## src/rtl/ipcp_pkg.sv

```systemverilog
// shared widths, constants, tables and beat types of the inverse park / clarke pwm block
// no dependencies
`default_nettype none

package ipcp_pkg;

  localparam int ANGLE_BITS_DEF = 12;
  localparam int ANGLE_W        = 12;
  localparam int ANGLE_MAX_W    = 16;
  localparam int UQ_W           = 16;
  localparam int CMP_W          = 16;
  localparam int REG_W          = 16;
  localparam int NUM_PHASES     = 3;

  localparam int IN_TDATA_W  = 8 * ((UQ_W + ANGLE_W + 7) / 8);
  localparam int OUT_TDATA_W = 8 * ((NUM_PHASES * CMP_W + 7) / 8);

  // cordic datapath
  localparam int CORDIC_STEPS = 16;
  localparam int CRD_W        = 32;
  localparam int SC_W         = 16;
  localparam int SC_SHIFT     = 16;

  typedef logic signed [CRD_W-1:0] crd_t;

  localparam crd_t CORDIC_X0 = 32'sd652032874;

  // arctangent per step, 2^32 per turn
  localparam crd_t ATAN_TAB [CORDIC_STEPS] = '{
    32'sd536870912, 32'sd316933406, 32'sd167458907, 32'sd85004756,
    32'sd42667331,  32'sd21354465,  32'sd10679838,  32'sd5340245,
    32'sd2670163,   32'sd1335087,   32'sd667544,    32'sd333772,
    32'sd166886,    32'sd83443,     32'sd41722,     32'sd20861
  };

  // post processing
  localparam int AB_W       = 31;
  localparam int SQ_W       = 19;
  localparam int SQ_SHIFT   = 16;
  localparam int PH_W       = 33;
  localparam int HALF_SHIFT = 13;
  localparam int DIV_SHIFT  = 14;
  localparam int U_W        = REG_W + DIV_SHIFT;
  localparam int PRD_W      = U_W + REG_W;
  localparam int NUM_W      = PRD_W - DIV_SHIFT;

  localparam logic signed [SQ_W-1:0] SQRT3_Q16 = 19'sd113512;

  localparam int POST_STAGES = 6;
  localparam int DIV_STEPS   = CMP_W;
  localparam int PIPE_STAGES = CORDIC_STEPS + POST_STAGES + DIV_STEPS;

  // configuration registers
  typedef logic [1:0] reg_idx_t;

  localparam reg_idx_t REG_SUPPLY = 2'd0;
  localparam reg_idx_t REG_LIMIT  = 2'd1;
  localparam reg_idx_t REG_PERIOD = 2'd2;

  localparam logic [REG_W-1:0] SUPPLY_RST = 16'd3072;
  localparam logic [REG_W-1:0] LIMIT_RST  = 16'd3072;
  localparam logic [REG_W-1:0] PERIOD_RST = 16'd4800;

  // beat moving down the cordic row
  typedef struct packed {
    logic                   valid;
    logic                   motor;
    logic signed [UQ_W-1:0] uq;
    logic                   flip;
    crd_t                   x;
    crd_t                   y;
    crd_t                   z;
  } crd_beat_t;

  // one phase inside the divider row
  typedef struct packed {
    logic [CMP_W-1:0] rem;
    logic [CMP_W-1:0] num;
    logic [CMP_W-1:0] quo;
  } div_lane_t;

  // beat moving down the divider row
  typedef struct packed {
    logic                             valid;
    logic                             motor;
    logic                             zero_sup;
    logic [NUM_PHASES-1:0]            sat;
    div_lane_t [NUM_PHASES-1:0]       lane;
  } div_beat_t;

endpackage

`default_nettype wire

```

## src/rtl/ipcp_div_cell.sv

```systemverilog
// one restoring-division step for all three phases, one quotient bit per cell
// depends on ipcp_pkg for the divider beat type
`default_nettype none

module ipcp_div_cell
  import ipcp_pkg::*;
(
  input  logic             clk,
  input  logic             rst_n,
  input  logic             en,
  input  logic [REG_W-1:0] divisor,
  input  div_beat_t        d_in,
  output div_beat_t        d_out
);

  logic [CMP_W:0] trial [NUM_PHASES];
  logic [CMP_W:0] diff  [NUM_PHASES];
  logic           take  [NUM_PHASES];
  div_beat_t      beat_r;
  div_beat_t      beat_nxt;

  always_comb begin
    beat_nxt = d_in;
    for (int k = 0; k < NUM_PHASES; k++) begin
      trial[k] = {d_in.lane[k].rem, d_in.lane[k].num[CMP_W-1]};
      diff[k]  = trial[k] - {1'b0, divisor};
      take[k]  = (trial[k] >= {1'b0, divisor});
      beat_nxt.lane[k].rem = take[k] ? diff[k][CMP_W-1:0] : trial[k][CMP_W-1:0];
      beat_nxt.lane[k].num = {d_in.lane[k].num[CMP_W-2:0], 1'b0};
      beat_nxt.lane[k].quo = {d_in.lane[k].quo[CMP_W-2:0], take[k]};
    end
  end

  always_ff @(posedge clk) begin
    if (!rst_n) begin
      beat_r.valid <= 1'b0;
    end else if (en) begin
      beat_r <= beat_nxt;
    end
  end

  assign d_out = beat_r;

endmodule

`default_nettype wire

```

## config.mk

```make
export PLATFORM = sky130hd
export DESIGN_NAME = ipcp_div_cell
export DESIGN_NICKNAME = d
export VERILOG_FILES = /design/src/rtl/ipcp_pkg.sv /design/src/rtl/ipcp_div_cell.sv
export SDC_FILE = /design/constraint.sdc
export NUM_CORES = 1
export LEC_CHECK = 0
export BUFFER_PORTS_ARGS = -buffer_cell sky130_fd_sc_hd__clkbuf_2
export CORE_MARGIN = 1
export CORE_UTILIZATION = 44
export CTS_CLUSTER_SIZE = 14
export DETAILED_ROUTE_END_ITERATION = 10
export HOLD_SLACK_MARGIN = 0.08
export PLACE_DENSITY = 0.73
export SYNTH_ARGS = -nofsm -noshare
export SYNTH_HDL_FRONTEND = slang
export SYNTH_SLANG_ARGS = --single-unit
```

## constraint.sdc

```tcl
create_clock -name clk -period 4.4 [get_ports clk]
set_clock_uncertainty 0.1 [all_clocks]
set_input_delay 0.66 -clock clk [delete_from_list [all_inputs] [get_ports clk]]
set_output_delay 0.66 -clock clk [all_outputs]
set_load 0.02 [all_outputs]
```

-- Word-level counts from Yosys, hierarchy flattened
Index checks and enable logic that the tools add are counted.
- register bits after elaboration: 147
- word-level logic and storage cells: 23
- input bits: 169
- output and inout port bits: 150
- order comparisons: 3
- mux-type cells: 3
- reductions and logical operators: 1
- add/subtract/negate cells: 3
- operators by type and width (operator ; count):
    $ge A17 B16 Y1 ; 3
    $mux W16 ; 3
    $sub A16 B16 Y16 ; 3
    $reduce_and A2 Y1 ; 1

-- Logic depth before layout (Yosys ltp)
- depth after elaboration: 2
- mapped depth: 11
- mapped depth without buffers: 9

-- Worst setup path after synthesis
OpenSTA, ideal clock, no wires.
- kind: input port to flip-flop
- from: input port en
- to: register beat_r (netlist bit d_out[0]), enable pin
- path buffers: 0
- cell stages on the path: 1
- arrival: 3994 ps
- library setup time: 522 ps
- required time: 3778 ps
- slack: -216 ps
- cells stage by stage: and2_1
- word-level cells in the longest chain between the ends: 1
- RTL lines (what ; line ; source):
    start, declared ; ipcp_div_cell.sv:10 ; input logic en,
    $reduce_and A2 Y1 (no line) ; n/a ;
    end signal, assigned ; ipcp_div_cell.sv:38 ; beat_r <= beat_nxt;
    end, declared ; ipcp_div_cell.sv:19 ; div_beat_t beat_r;
Every way passes these cells.
A chain may end at the register's enable or synchronous reset.

==> impl_results.md <==
* Hold/Removal Path Class: in -> reg
* Vias post-DR at 6019
* Clk buf depth at 2
* Port Buffers at 312
* Slowest cell on crit path: ha_1
* CP required at 4.47 ns
* WP buf/inv at 3
* YS warnings at 0
* Setup CP Type: in -> reg
* CP startpoint kind: input port
* Fraction of layout cells with a size suffix above 1 at 42.6%
* # hold bufs at CTS at 0
* Wire length on met3 at 1650 µm
* Root Buffer: clkbuf_16
* Rows at 48
* Yosys reg bits at 147
* Worst path cell trace: clkbuf_2 -> inv_1 -> ha_1 -> nand4_1 -> o41ai_1 -> a211oi_1 -> nand2_1 -> or2_1 -> buf_4 -> mux2_4
* Worst-Skew Late Latency at 0.42 ns
* Slew HR at 50.7%
* Layout area overhead at 29.9%
* CP max stage delay at 0.48 ns
* Layout Nets at 1136
* Synthesized area per cell at 13.0 µm²
* Sequential area share after synthesis at 57.0%
* DR WL met2 at 11300 µm
* Critical Path AT at 3.21 ns
* Setup repair bufs after CTS at 0
* Setup ws final at 1.27 ns
* DP Wirelength at 17300 µm
* Synth Cell Area at 0.00772 mm²
* WL per Instance at 18.9 µm
* Share of Yosys cell area claimed by the top area cell type at 56.8%
* Fin Setup TNS at 0 ns
* Shortest period the worst path allows at 3.13 ns
* First-pass GRT wire length at 32000 µm
* Dpl ws at 0.810 ns
* Fin area at 0.0100 mm²
* Die H at 135 µm
* Largest net degree at the start of global routing at 67
* Final ANT Viol Nets at 0
* Post-synthesis cell type count at 62
* Routability congestion estimate at 0.890
* Main synth FF type: edfxtp_1
* Drc violations at 0
* Drt total wl at 21900 µm
* Final Hold Viols at 0
* Status: complete, no violations
* H-tree level count at 4
* DR top layer: met5
* Detailed Routing Iterations Pass 1 at 5
* Register area at 0.00440 mm²
* DRT iter0 DRCs at 292
* EDFF count, synth at 146
* Number of flip-flops in the largest register at 147
* CTS tree: built
* Area leader, netlist: edfxtp_1
* CTS buffer count at 17
* Final worst-path cycle share at 71.2%
* Min Hold Slack at 0.308 ns
* Most common cell after layout, fill and taps aside: clkbuf_2
* Area taken by multi-input logic gates at 0.00305 mm²
* Worst VDD drop at 0.000354 V
* # resized after CTS at 0
* Initial antenna violation count at 2
* Initial core utilization at 44.8%
* Number of vias per cell at 5.21
* Critical path fanouts, max at 10
* Final setup fails at 0
* Critical path's top delay family: simple AND/OR/NAND/NOR gates
* Leak at 4.43 nW
* Post-DP Area at 0.00950 mm²
* Final Slew Violations at 0
* Core Area at 0.0172 mm²
* Async set-reset flop share out of synthesis at 0%
* Filler cell count at 1455
* Vias in the first global route at 5710
* All-Layer GR Usage at 24.1%
* Worst slew pin tran at 0.732 ns
* RSZ-0062 raised after global routing: no
* Critical Path End Type: flop
* P per Cell Area at 395 mW/mm²
* # clock sinks at 147
* Most frequent cells in the layout: clkbuf_2, edfxtp_1, ha_1, inv_1, a21oi_1
* Clk slew on worst S/H paths at 0.07 ns
* FMAX at 0.319 GHz
* Die X at 135 µm
* Top cells by area, synth: edfxtp_1, ha_1, mux2_2
* Die area at 0.0181 mm²
* Met1 wire length at 8460 µm
* Ports at 319
* Cells after synthesis at 593
* Max-cap viol count at 0
* Total grt overflow at 0
[metrics by stage]
stage          total power, mW  utilization, %  std cells
2_1_floorplan             2.37               -        595
3_3_place_gp              2.64            55.1       1122
3_5_place_dp              2.65            55.1       1122
4_1_cts                   3.99            58.2       1154
5_1_grt                   4.12            58.2       1155
6_report                  3.96            58.2       1155
[synthesized netlist by cell type (10+ instances only)]
master / instances
a211oi_1: 10
a21oi_1: 32
edfxtp_1: 146
ha_1: 48
inv_1: 36
mux2_2: 21
mux2_4: 15
nand2_1: 25
nand3_1: 11
nand4_1: 10
nor2_1: 31
nor2b_1: 14
nor3_1: 11
o21ai_0: 31
xnor2_1: 19
[area by class of cell]
type                    instances  area share [%]
diodes                          1          0.0249
clock buffers                  19            4.31
clock inverters                13            1.02
inverters                      36            1.35
multi-input cells             395            30.4
flip-flops and latches        147            43.9
well taps                     225            2.81
repair buffers                319            16.2
[final timing paths]
kind	startpoint	end	slack (ns)	depth (start not counted)
max	divisor[11]	d_out[138]$_DFFE_PP_	1.27	10
min	d_in[126]	d_out[127]$_DFFE_PP_	0.31	1
max reg2reg	d_out[149]$_SDFFE_PN0P_	d_out[149]$_SDFFE_PN0P_	3.68	2
min reg2reg	d_out[149]$_SDFFE_PN0P_	d_out[149]$_SDFFE_PN0P_	0.46	2
[power breakdown]
| part | leakage [nW] | internal [mW] | switching, mW | total [mW] |
|---|---|---|---|---|
| Combinational | 2.79 | 0.379 | 0.529 | 0.908 |
| Clock | 0.260 | 0.731 | 0.608 | 1.34 |
| Sequential | 1.38 | 1.69 | 0.0312 | 1.72 |
| Total | 4.43 | 2.80 | 1.17 | 3.96 |
[kinds of logic (layout without fill, tap and decap cells)]
group	Yosys count	in the layout	synth area share (%)
XOR/XNOR	24	24	2.72
AND/OR/NAND/NOR	126	126	8.16
adder cells (fa/ha/maj)	51	51	8.55
flip-flops	147	147	57.0
buffers and inverters	53	387	3.63
AO/OA/AOI/OAI	148	148	13.0
multiplexers	43	43	6.88
other	1	4	0.0485
[per-layer routing]
metal / global-route usage [%] / vias to the layer above
met1: 27.2 / 2824
li1: - / 2920
met4: 8.80 / 2
met3: 7.13 / 27
met5: 0 / -
met2: 43.2 / 246
Note: power is estimated with default switching activity, not from simulation.
