[src/rtl/ipcp_pkg.sv]
// shared widths, constants, tables and beat types of the inverse park / clarke pwm block
// no dependencies
`default_nettype none

package ipcp_pkg;

  localparam int ANGLE_BITS_DEF = 12;
  localparam int ANGLE_W        = 12;
  localparam int ANGLE_MAX_W    = 16;
  localparam int UQ_W           = 16;
  localparam int CMP_W          = 16;
  localparam int REG_W          = 16;
  localparam int NUM_PHASES     = 3;

  localparam int IN_TDATA_W  = 8 * ((UQ_W + ANGLE_W + 7) / 8);
  localparam int OUT_TDATA_W = 8 * ((NUM_PHASES * CMP_W + 7) / 8);

  // cordic datapath
  localparam int CORDIC_STEPS = 16;
  localparam int CRD_W        = 32;
  localparam int SC_W         = 16;
  localparam int SC_SHIFT     = 16;

  typedef logic signed [CRD_W-1:0] crd_t;

  localparam crd_t CORDIC_X0 = 32'sd652032874;

  // arctangent per step, 2^32 per turn
  localparam crd_t ATAN_TAB [CORDIC_STEPS] = '{
    32'sd536870912, 32'sd316933406, 32'sd167458907, 32'sd85004756,
    32'sd42667331,  32'sd21354465,  32'sd10679838,  32'sd5340245,
    32'sd2670163,   32'sd1335087,   32'sd667544,    32'sd333772,
    32'sd166886,    32'sd83443,     32'sd41722,     32'sd20861
  };

  // post processing
  localparam int AB_W       = 31;
  localparam int SQ_W       = 19;
  localparam int SQ_SHIFT   = 16;
  localparam int PH_W       = 33;
  localparam int HALF_SHIFT = 13;
  localparam int DIV_SHIFT  = 14;
  localparam int U_W        = REG_W + DIV_SHIFT;
  localparam int PRD_W      = U_W + REG_W;
  localparam int NUM_W      = PRD_W - DIV_SHIFT;

  localparam logic signed [SQ_W-1:0] SQRT3_Q16 = 19'sd113512;

  localparam int POST_STAGES = 6;
  localparam int DIV_STEPS   = CMP_W;
  localparam int PIPE_STAGES = CORDIC_STEPS + POST_STAGES + DIV_STEPS;

  // configuration registers
  typedef logic [1:0] reg_idx_t;

  localparam reg_idx_t REG_SUPPLY = 2'd0;
  localparam reg_idx_t REG_LIMIT  = 2'd1;
  localparam reg_idx_t REG_PERIOD = 2'd2;

  localparam logic [REG_W-1:0] SUPPLY_RST = 16'd3072;
  localparam logic [REG_W-1:0] LIMIT_RST  = 16'd3072;
  localparam logic [REG_W-1:0] PERIOD_RST = 16'd4800;

  // beat moving down the cordic row
  typedef struct packed {
    logic                   valid;
    logic                   motor;
    logic signed [UQ_W-1:0] uq;
    logic                   flip;
    crd_t                   x;
    crd_t                   y;
    crd_t                   z;
  } crd_beat_t;

  // one phase inside the divider row
  typedef struct packed {
    logic [CMP_W-1:0] rem;
    logic [CMP_W-1:0] num;
    logic [CMP_W-1:0] quo;
  } div_lane_t;

  // beat moving down the divider row
  typedef struct packed {
    logic                             valid;
    logic                             motor;
    logic                             zero_sup;
    logic [NUM_PHASES-1:0]            sat;
    div_lane_t [NUM_PHASES-1:0]       lane;
  } div_beat_t;

endpackage

`default_nettype wire

[src/rtl/ipcp_cordic_cell.sv]
// one rotation step of the sine / cosine cordic row
// depends on ipcp_pkg for the beat type and the arctangent table
`default_nettype none

module ipcp_cordic_cell
  import ipcp_pkg::*;
#(
  parameter int STEP = 0
) (
  input  logic      clk,
  input  logic      rst_n,
  input  logic      en,
  input  crd_beat_t d_in,
  output crd_beat_t d_out
);

  crd_beat_t beat_r;
  crd_beat_t beat_nxt;
  crd_t      dx;
  crd_t      dy;

  always_comb begin
    dx       = d_in.y >>> STEP;
    dy       = d_in.x >>> STEP;
    beat_nxt = d_in;
    if (!d_in.z[CRD_W-1]) begin
      beat_nxt.x = d_in.x - dx;
      beat_nxt.y = d_in.y + dy;
      beat_nxt.z = d_in.z - ATAN_TAB[STEP];
    end else begin
      beat_nxt.x = d_in.x + dx;
      beat_nxt.y = d_in.y - dy;
      beat_nxt.z = d_in.z + ATAN_TAB[STEP];
    end
  end

  always_ff @(posedge clk) begin
    if (!rst_n) begin
      beat_r.valid <= 1'b0;
    end else if (en) begin
      beat_r <= beat_nxt;
    end
  end

  assign d_out = beat_r;

endmodule

`default_nettype wire

[config.mk]
export PLATFORM = sky130hd
export DESIGN_NAME = ipcp_cordic_cell
export DESIGN_NICKNAME = d
export VERILOG_FILES = /design/src/rtl/ipcp_pkg.sv /design/src/rtl/ipcp_cordic_cell.sv
export SDC_FILE = /design/constraint.sdc
export NUM_CORES = 1
export LEC_CHECK = 0
export ABC_CLOCK_PERIOD_IN_PS = 3150
export BUFFER_PORTS_ARGS = -buffer_cell sky130_fd_sc_hd__buf_2
export CAP_MARGIN = 30
export CORE_MARGIN = 2
export CORE_UTILIZATION = 40
export CTS_CLUSTER_DIAMETER = 40
export DETAILED_ROUTE_END_ITERATION = 7
export GPL_TIMING_DRIVEN = 0
export PLACE_DENSITY = 0.64
export SLEW_MARGIN = 20
export SYNTH_ARGS = -nofsm -noshare
export SYNTH_HDL_FRONTEND = slang
export SYNTH_SLANG_ARGS = --single-unit
[constraint.sdc]
create_clock -name clk -period 3.15 [get_ports clk]
set_clock_uncertainty 0.05 [all_clocks]
set_input_delay 0.1575 -clock clk [delete_from_list [all_inputs] [get_ports clk]]
set_output_delay 0.1575 -clock clk [all_outputs]
set_load 0.02 [all_outputs]
# Word level (Yosys, flattened, before mapping)
# Index checks and enable logic that the tools add are counted.
[totals]
out_inout_bits = 115
in_bits = 118
wordCells = 14
register_bits = 115
[op_classes]
n_reduce_logical = 1
n_addsub = 5
n_mux = 1
[ops]
columns = ["operator", "count"]
rows = [
  ["$mux W96", 1],
  ["$sub A32 B32 Y32", 2],
  ["$add A32 B31 Y32 const B", 1],
  ["$add A32 B32 Y32", 1],
  ["$sub A32 B31 Y32 const B", 1],
  ["$reduce_and A2 Y1", 1],
]

# Depth between registers and ports, before layout
[logic_depth]
depth_word = 2
mapped_depth = 13
ltp_nobuf = 12

# Least setup slack after synthesis
# OpenSTA, ideal clock, no wires.
[synth_timing]
path_kind = "input port to flip-flop"
startpoint = "input port en"
endpoint = "register beat_r, in the netlist d_out[0], enable pin"
cell_stages = 1
setup_ns = 0.485
setup_slack_ns = -0.141
t_required_ns = 2.615
arrival_time_ns = 2.756
path_cell_list = "and2_1"
[synth_via]
elab_chain_cells = 1
[synth_lines]
columns = ["item", "line_no", "source"]
rows = [
  ["from (decl)", "ipcp_cordic_cell.sv:12", "input logic en,"],
  ["$reduce_and A2 Y1 (no source line)", "n/a", ""],
  ["to (signal assigned)", "ipcp_cordic_cell.sv:41", "beat_r <= beat_nxt;"],
  ["to (decl)", "ipcp_cordic_cell.sv:17", "crd_beat_t beat_r;"],
]
# Every way passes these cells.
# A chain may end at the register's enable or synchronous reset.

==> load_flow_metrics.sql <==
INSERT INTO impl_metrics (metric_group, metric, value, unit) VALUES
('setup_path', 'cp.buffers_inverters', '3', ''),
('setup_path', 'critPathLaunchType', 'input pin', ''),
('layout', 'area.sequential', '3410', 'µm²'),
('power_and_ir_drop', 'power_density', '490', 'nW/µm²'),
('global_routing', 'grt_use_total', '24.9', '%'),
('die', 'die_w', '155', 'µm'),
('yosys', 'netlist.top_cell.by_area', 'edfxtp_1', ''),
('timing', 'hold_viol', '0', ''),
('timing', 'slew_headroom', '37.2', '%'),
('die', 'ios', '233', ''),
('run_status', 'run_status', 'completed', ''),
('setup_path', 'cp_cell_sequence', 'buf_2 > inv_1 > ha_1 > clkbuf_1 > a21oi_1 > o221ai_1 > a21oi_1 > o221ai_1 > a311oi_2 > mux2_2 > nor3_2', ''),
('clocking', 'tritoncts_clock_tree', 'yes', ''),
('yosys', 'fraction_of_the_mapped_netlist_area_in_adder_cells', '13.8', '%'),
('yosys', 'yosysUniqueCellTypes', '75', ''),
('routing', 'post_drt_wl_per_cell', '19.3', 'µm'),
('global_routing', 'gr-total-overflow', '0', ''),
('clocking', 'cts.reportedPaths.clkPinSlew', '0.06', 'ns'),
('job', 'drv.max_cap_violation_count', '0', ''),
('die', 'starting_density_of_the_core', '40.5', '%'),
('yosys', 'synth_sequential_area_ratio', '37.6', '%'),
('layout', 'post_layout_nonfiller_instances', '1576', ''),
('yosys', 'ys_seq_elements', '114', ''),
('global_routing', 'antenna_violations_before_repair', '0', ''),
('layout', 'diodes', '0', ''),
('setup_path', 'critPathSlowestCell', 'a311oi_2', ''),
('timing', 'tightestPinTransition', '0.942', 'ns'),
('routing', 'wirelength_met1', '13400', 'µm'),
('timing', 'fmaxAchievable', '335', 'MHz'),
('routing', 'wl_met2', '13800', 'µm'),
('routing', 'routed-wl-met3', '2650', 'µm'),
('timing', 'finalCriticalPeriod', '2.98', 'ns'),
('layout', 'final_nets', '1494', ''),
('layout', 'mostFrequentLayoutCells', '243 x buf_2, 113 x edfxtp_1, 102 x a21oi_1', ''),
('clocking', 'clock_insertion_delay_worst_skew', '0.41', 'ns'),
('setup_path', 'cpLargestDelayFamily', 'compound AO/OA/AOI/OAI gates', ''),
('yosys', 'synth_compound_gate_area_share', '21.5', '%'),
('layout', 'largest_register_ff_count', '114', ''),
('yosys', 'postSynthNetCount', '1192', ''),
('yosys', 'syn_area', '9080', 'µm²'),
('routing', 'via_count', '8767', ''),
('layout', 'area_growth_syn_to_layout', '30.2', '%'),
('global_routing', 'grt_max_degree', '60', ''),
('yosys', 'muxShareOfSynthArea', '1.89', '%'),
('routing', 'routed_via_density', '5.56', ''),
('clocking', 'cts.sink_count', '114', ''),
('setup_path', 'crit_type', 'in2reg', ''),
('setup_path', 'arrival_time_at_the_worst_endpoint', '3.20', 'ns'),
('yosys', 'syn_inst', '976', ''),
('min_path', 'kind_of_path_behind_the_tightest_hold_check', 'in2reg', ''),
('setup_path', 'cp_capture_type', 'register', ''),
('die', 'total_die_area', '23900', 'µm²'),
('clocking', 'max-clock-path-buffers', '2', ''),
('timing', 'setup_viol', '0', ''),
('yosys', 'synth_top_cells_by_area', 'edfxtp_1 37%, ha_1 13%, a21oi_1 5.6%', ''),
('die', 'die_h', '155', 'µm'),
('die', 'core_region_area', '22400', 'µm²'),
('layout', 'num-fill-cells', '2085', ''),
('clocking', 'cts_buffers', '17', ''),
('yosys', 'yosysTopAreaCellShare', '37.4', '%'),
('timing', 'layout_worst_path_cycle_share', '94.7', '%'),
('timing', 'slew_violations', '0', ''),
('clocking', 'h-tree-depth', '4', ''),
('clocking', 'clk_root_buffer_cell', 'clkbuf_16', ''),
('yosys', 'synth_edf_count', '113', ''),
('yosys', 'asyncSetResetFlopFracSynth', '0', '%'),
('die', 'placementRows', '55', ''),
('routing', 'drtAntennaViolNets', '0', ''),
('yosys', 'syn_avg_cell_area', '9.30', 'µm²'),
('placement', 'buffer_ports.inserted', '231', ''),
('yosys', 'post_synth_xor_area_fraction', '5.69', '%');
-- path summary, 6_finish.rpt --
kind | start | endpoint | slack (ns) | cells after the start
min | d_in[30] | d_out[30] | 0.05 | 2
min reg2reg | d_out[114] | d_out[114] | 1.06 | 3
max | d_in[42] | d_out[91] | 0.17 | 11
max reg2reg | d_out[114] | d_out[114] | 1.90 | 3
-- stage by stage --
stage,cell area (µm²),TNS [ns],util (%),power (W),worst slack [ns]
3_3_place_gp,10600,-5.80,47.2,0.00361,-0.832
3_5_place_dp,10600,-5.51,47.4,0.00362,-0.783
5_1_grt,11800,0,52.7,0.00604,0.0354
2_1_floorplan,9080,0,-,0.00304,0.530
6_report,11800,0,52.7,0.00579,0.167
4_1_cts,11800,0,52.6,0.00577,0.0781
-- cells by family after synthesis --
group / Yosys count
compound gates: 297
xor+xnor: 59
fa+ha+maj: 98
buf+inv: 145
flops: 114
mux: 17
simple gates: 246
-- area by class of cell --
class	instances	share of cell area [%]
inverters	104	3.30
clock inverters	15	1.84
clock buffers	17	3.60
repair buffers	283	14.3
well taps	285	3.02
multi-input cells	717	43.5
plain buffers	41	1.51
flip-flops and latches	114	28.9
-- repair_timing --
action,in CTS,in global routing
hold buffers,50,0
resized for setup,4,5
pin swaps,0,0
buffers inserted,0,0
hold endpoints to repair,49,0
endpoints found under the setup margin,4,8
-- layer usage --
| layer | up-vias | GRT usage, % |
|---|---|---|
| met3 | 48 | 4.34 |
| met1 | 4150 | 34.7 |
| met4 | 0 | 7.50 |
| met2 | 452 | 39.5 |
| met5 | - | 0 |
| li1 | 4117 | - |
-- power by group --
group	switching [W]	total (W)	leakage (nW)	internal (W)
Combinational	0.00114	0.00178	3.80	0.000641
Sequential	0.0000409	0.00191	1.07	0.00187
Clock	0.000741	0.00209	0.312	0.00135
Total	0.00193	0.00579	5.18	0.00386
-- cell usage after synthesis, types with 7 or more instances --
library cell    n
a211oi_1       10
a21o_1         21
a21oi_1       102
a31oi_1        11
and2_1          7
buf_1           7
buf_2          11
clkbuf_1       21
edfxtp_1      113
ha_1           94
inv_1         100
mux2i_1        16
nand2_1        45
nand2b_1       11
nand3_1        22
nand4_1        11
nor2_1         80
nor2b_1        16
nor3_1         25
nor4_1         12
o211ai_1       11
o21a_1          7
o21ai_0        53
o21bai_1       20
o31ai_1        11
xnor2_1        56
-- worst register-to-register path: cells and delay by family, from the launching register on --
family,cells,cell delay (ns)
multiplexers,1,0.16
AND/OR/NAND/NOR,1,0.07
buffers and inverters,1,0.55
flip-flops,1,0.31
(Power assumes the default switching activity.)
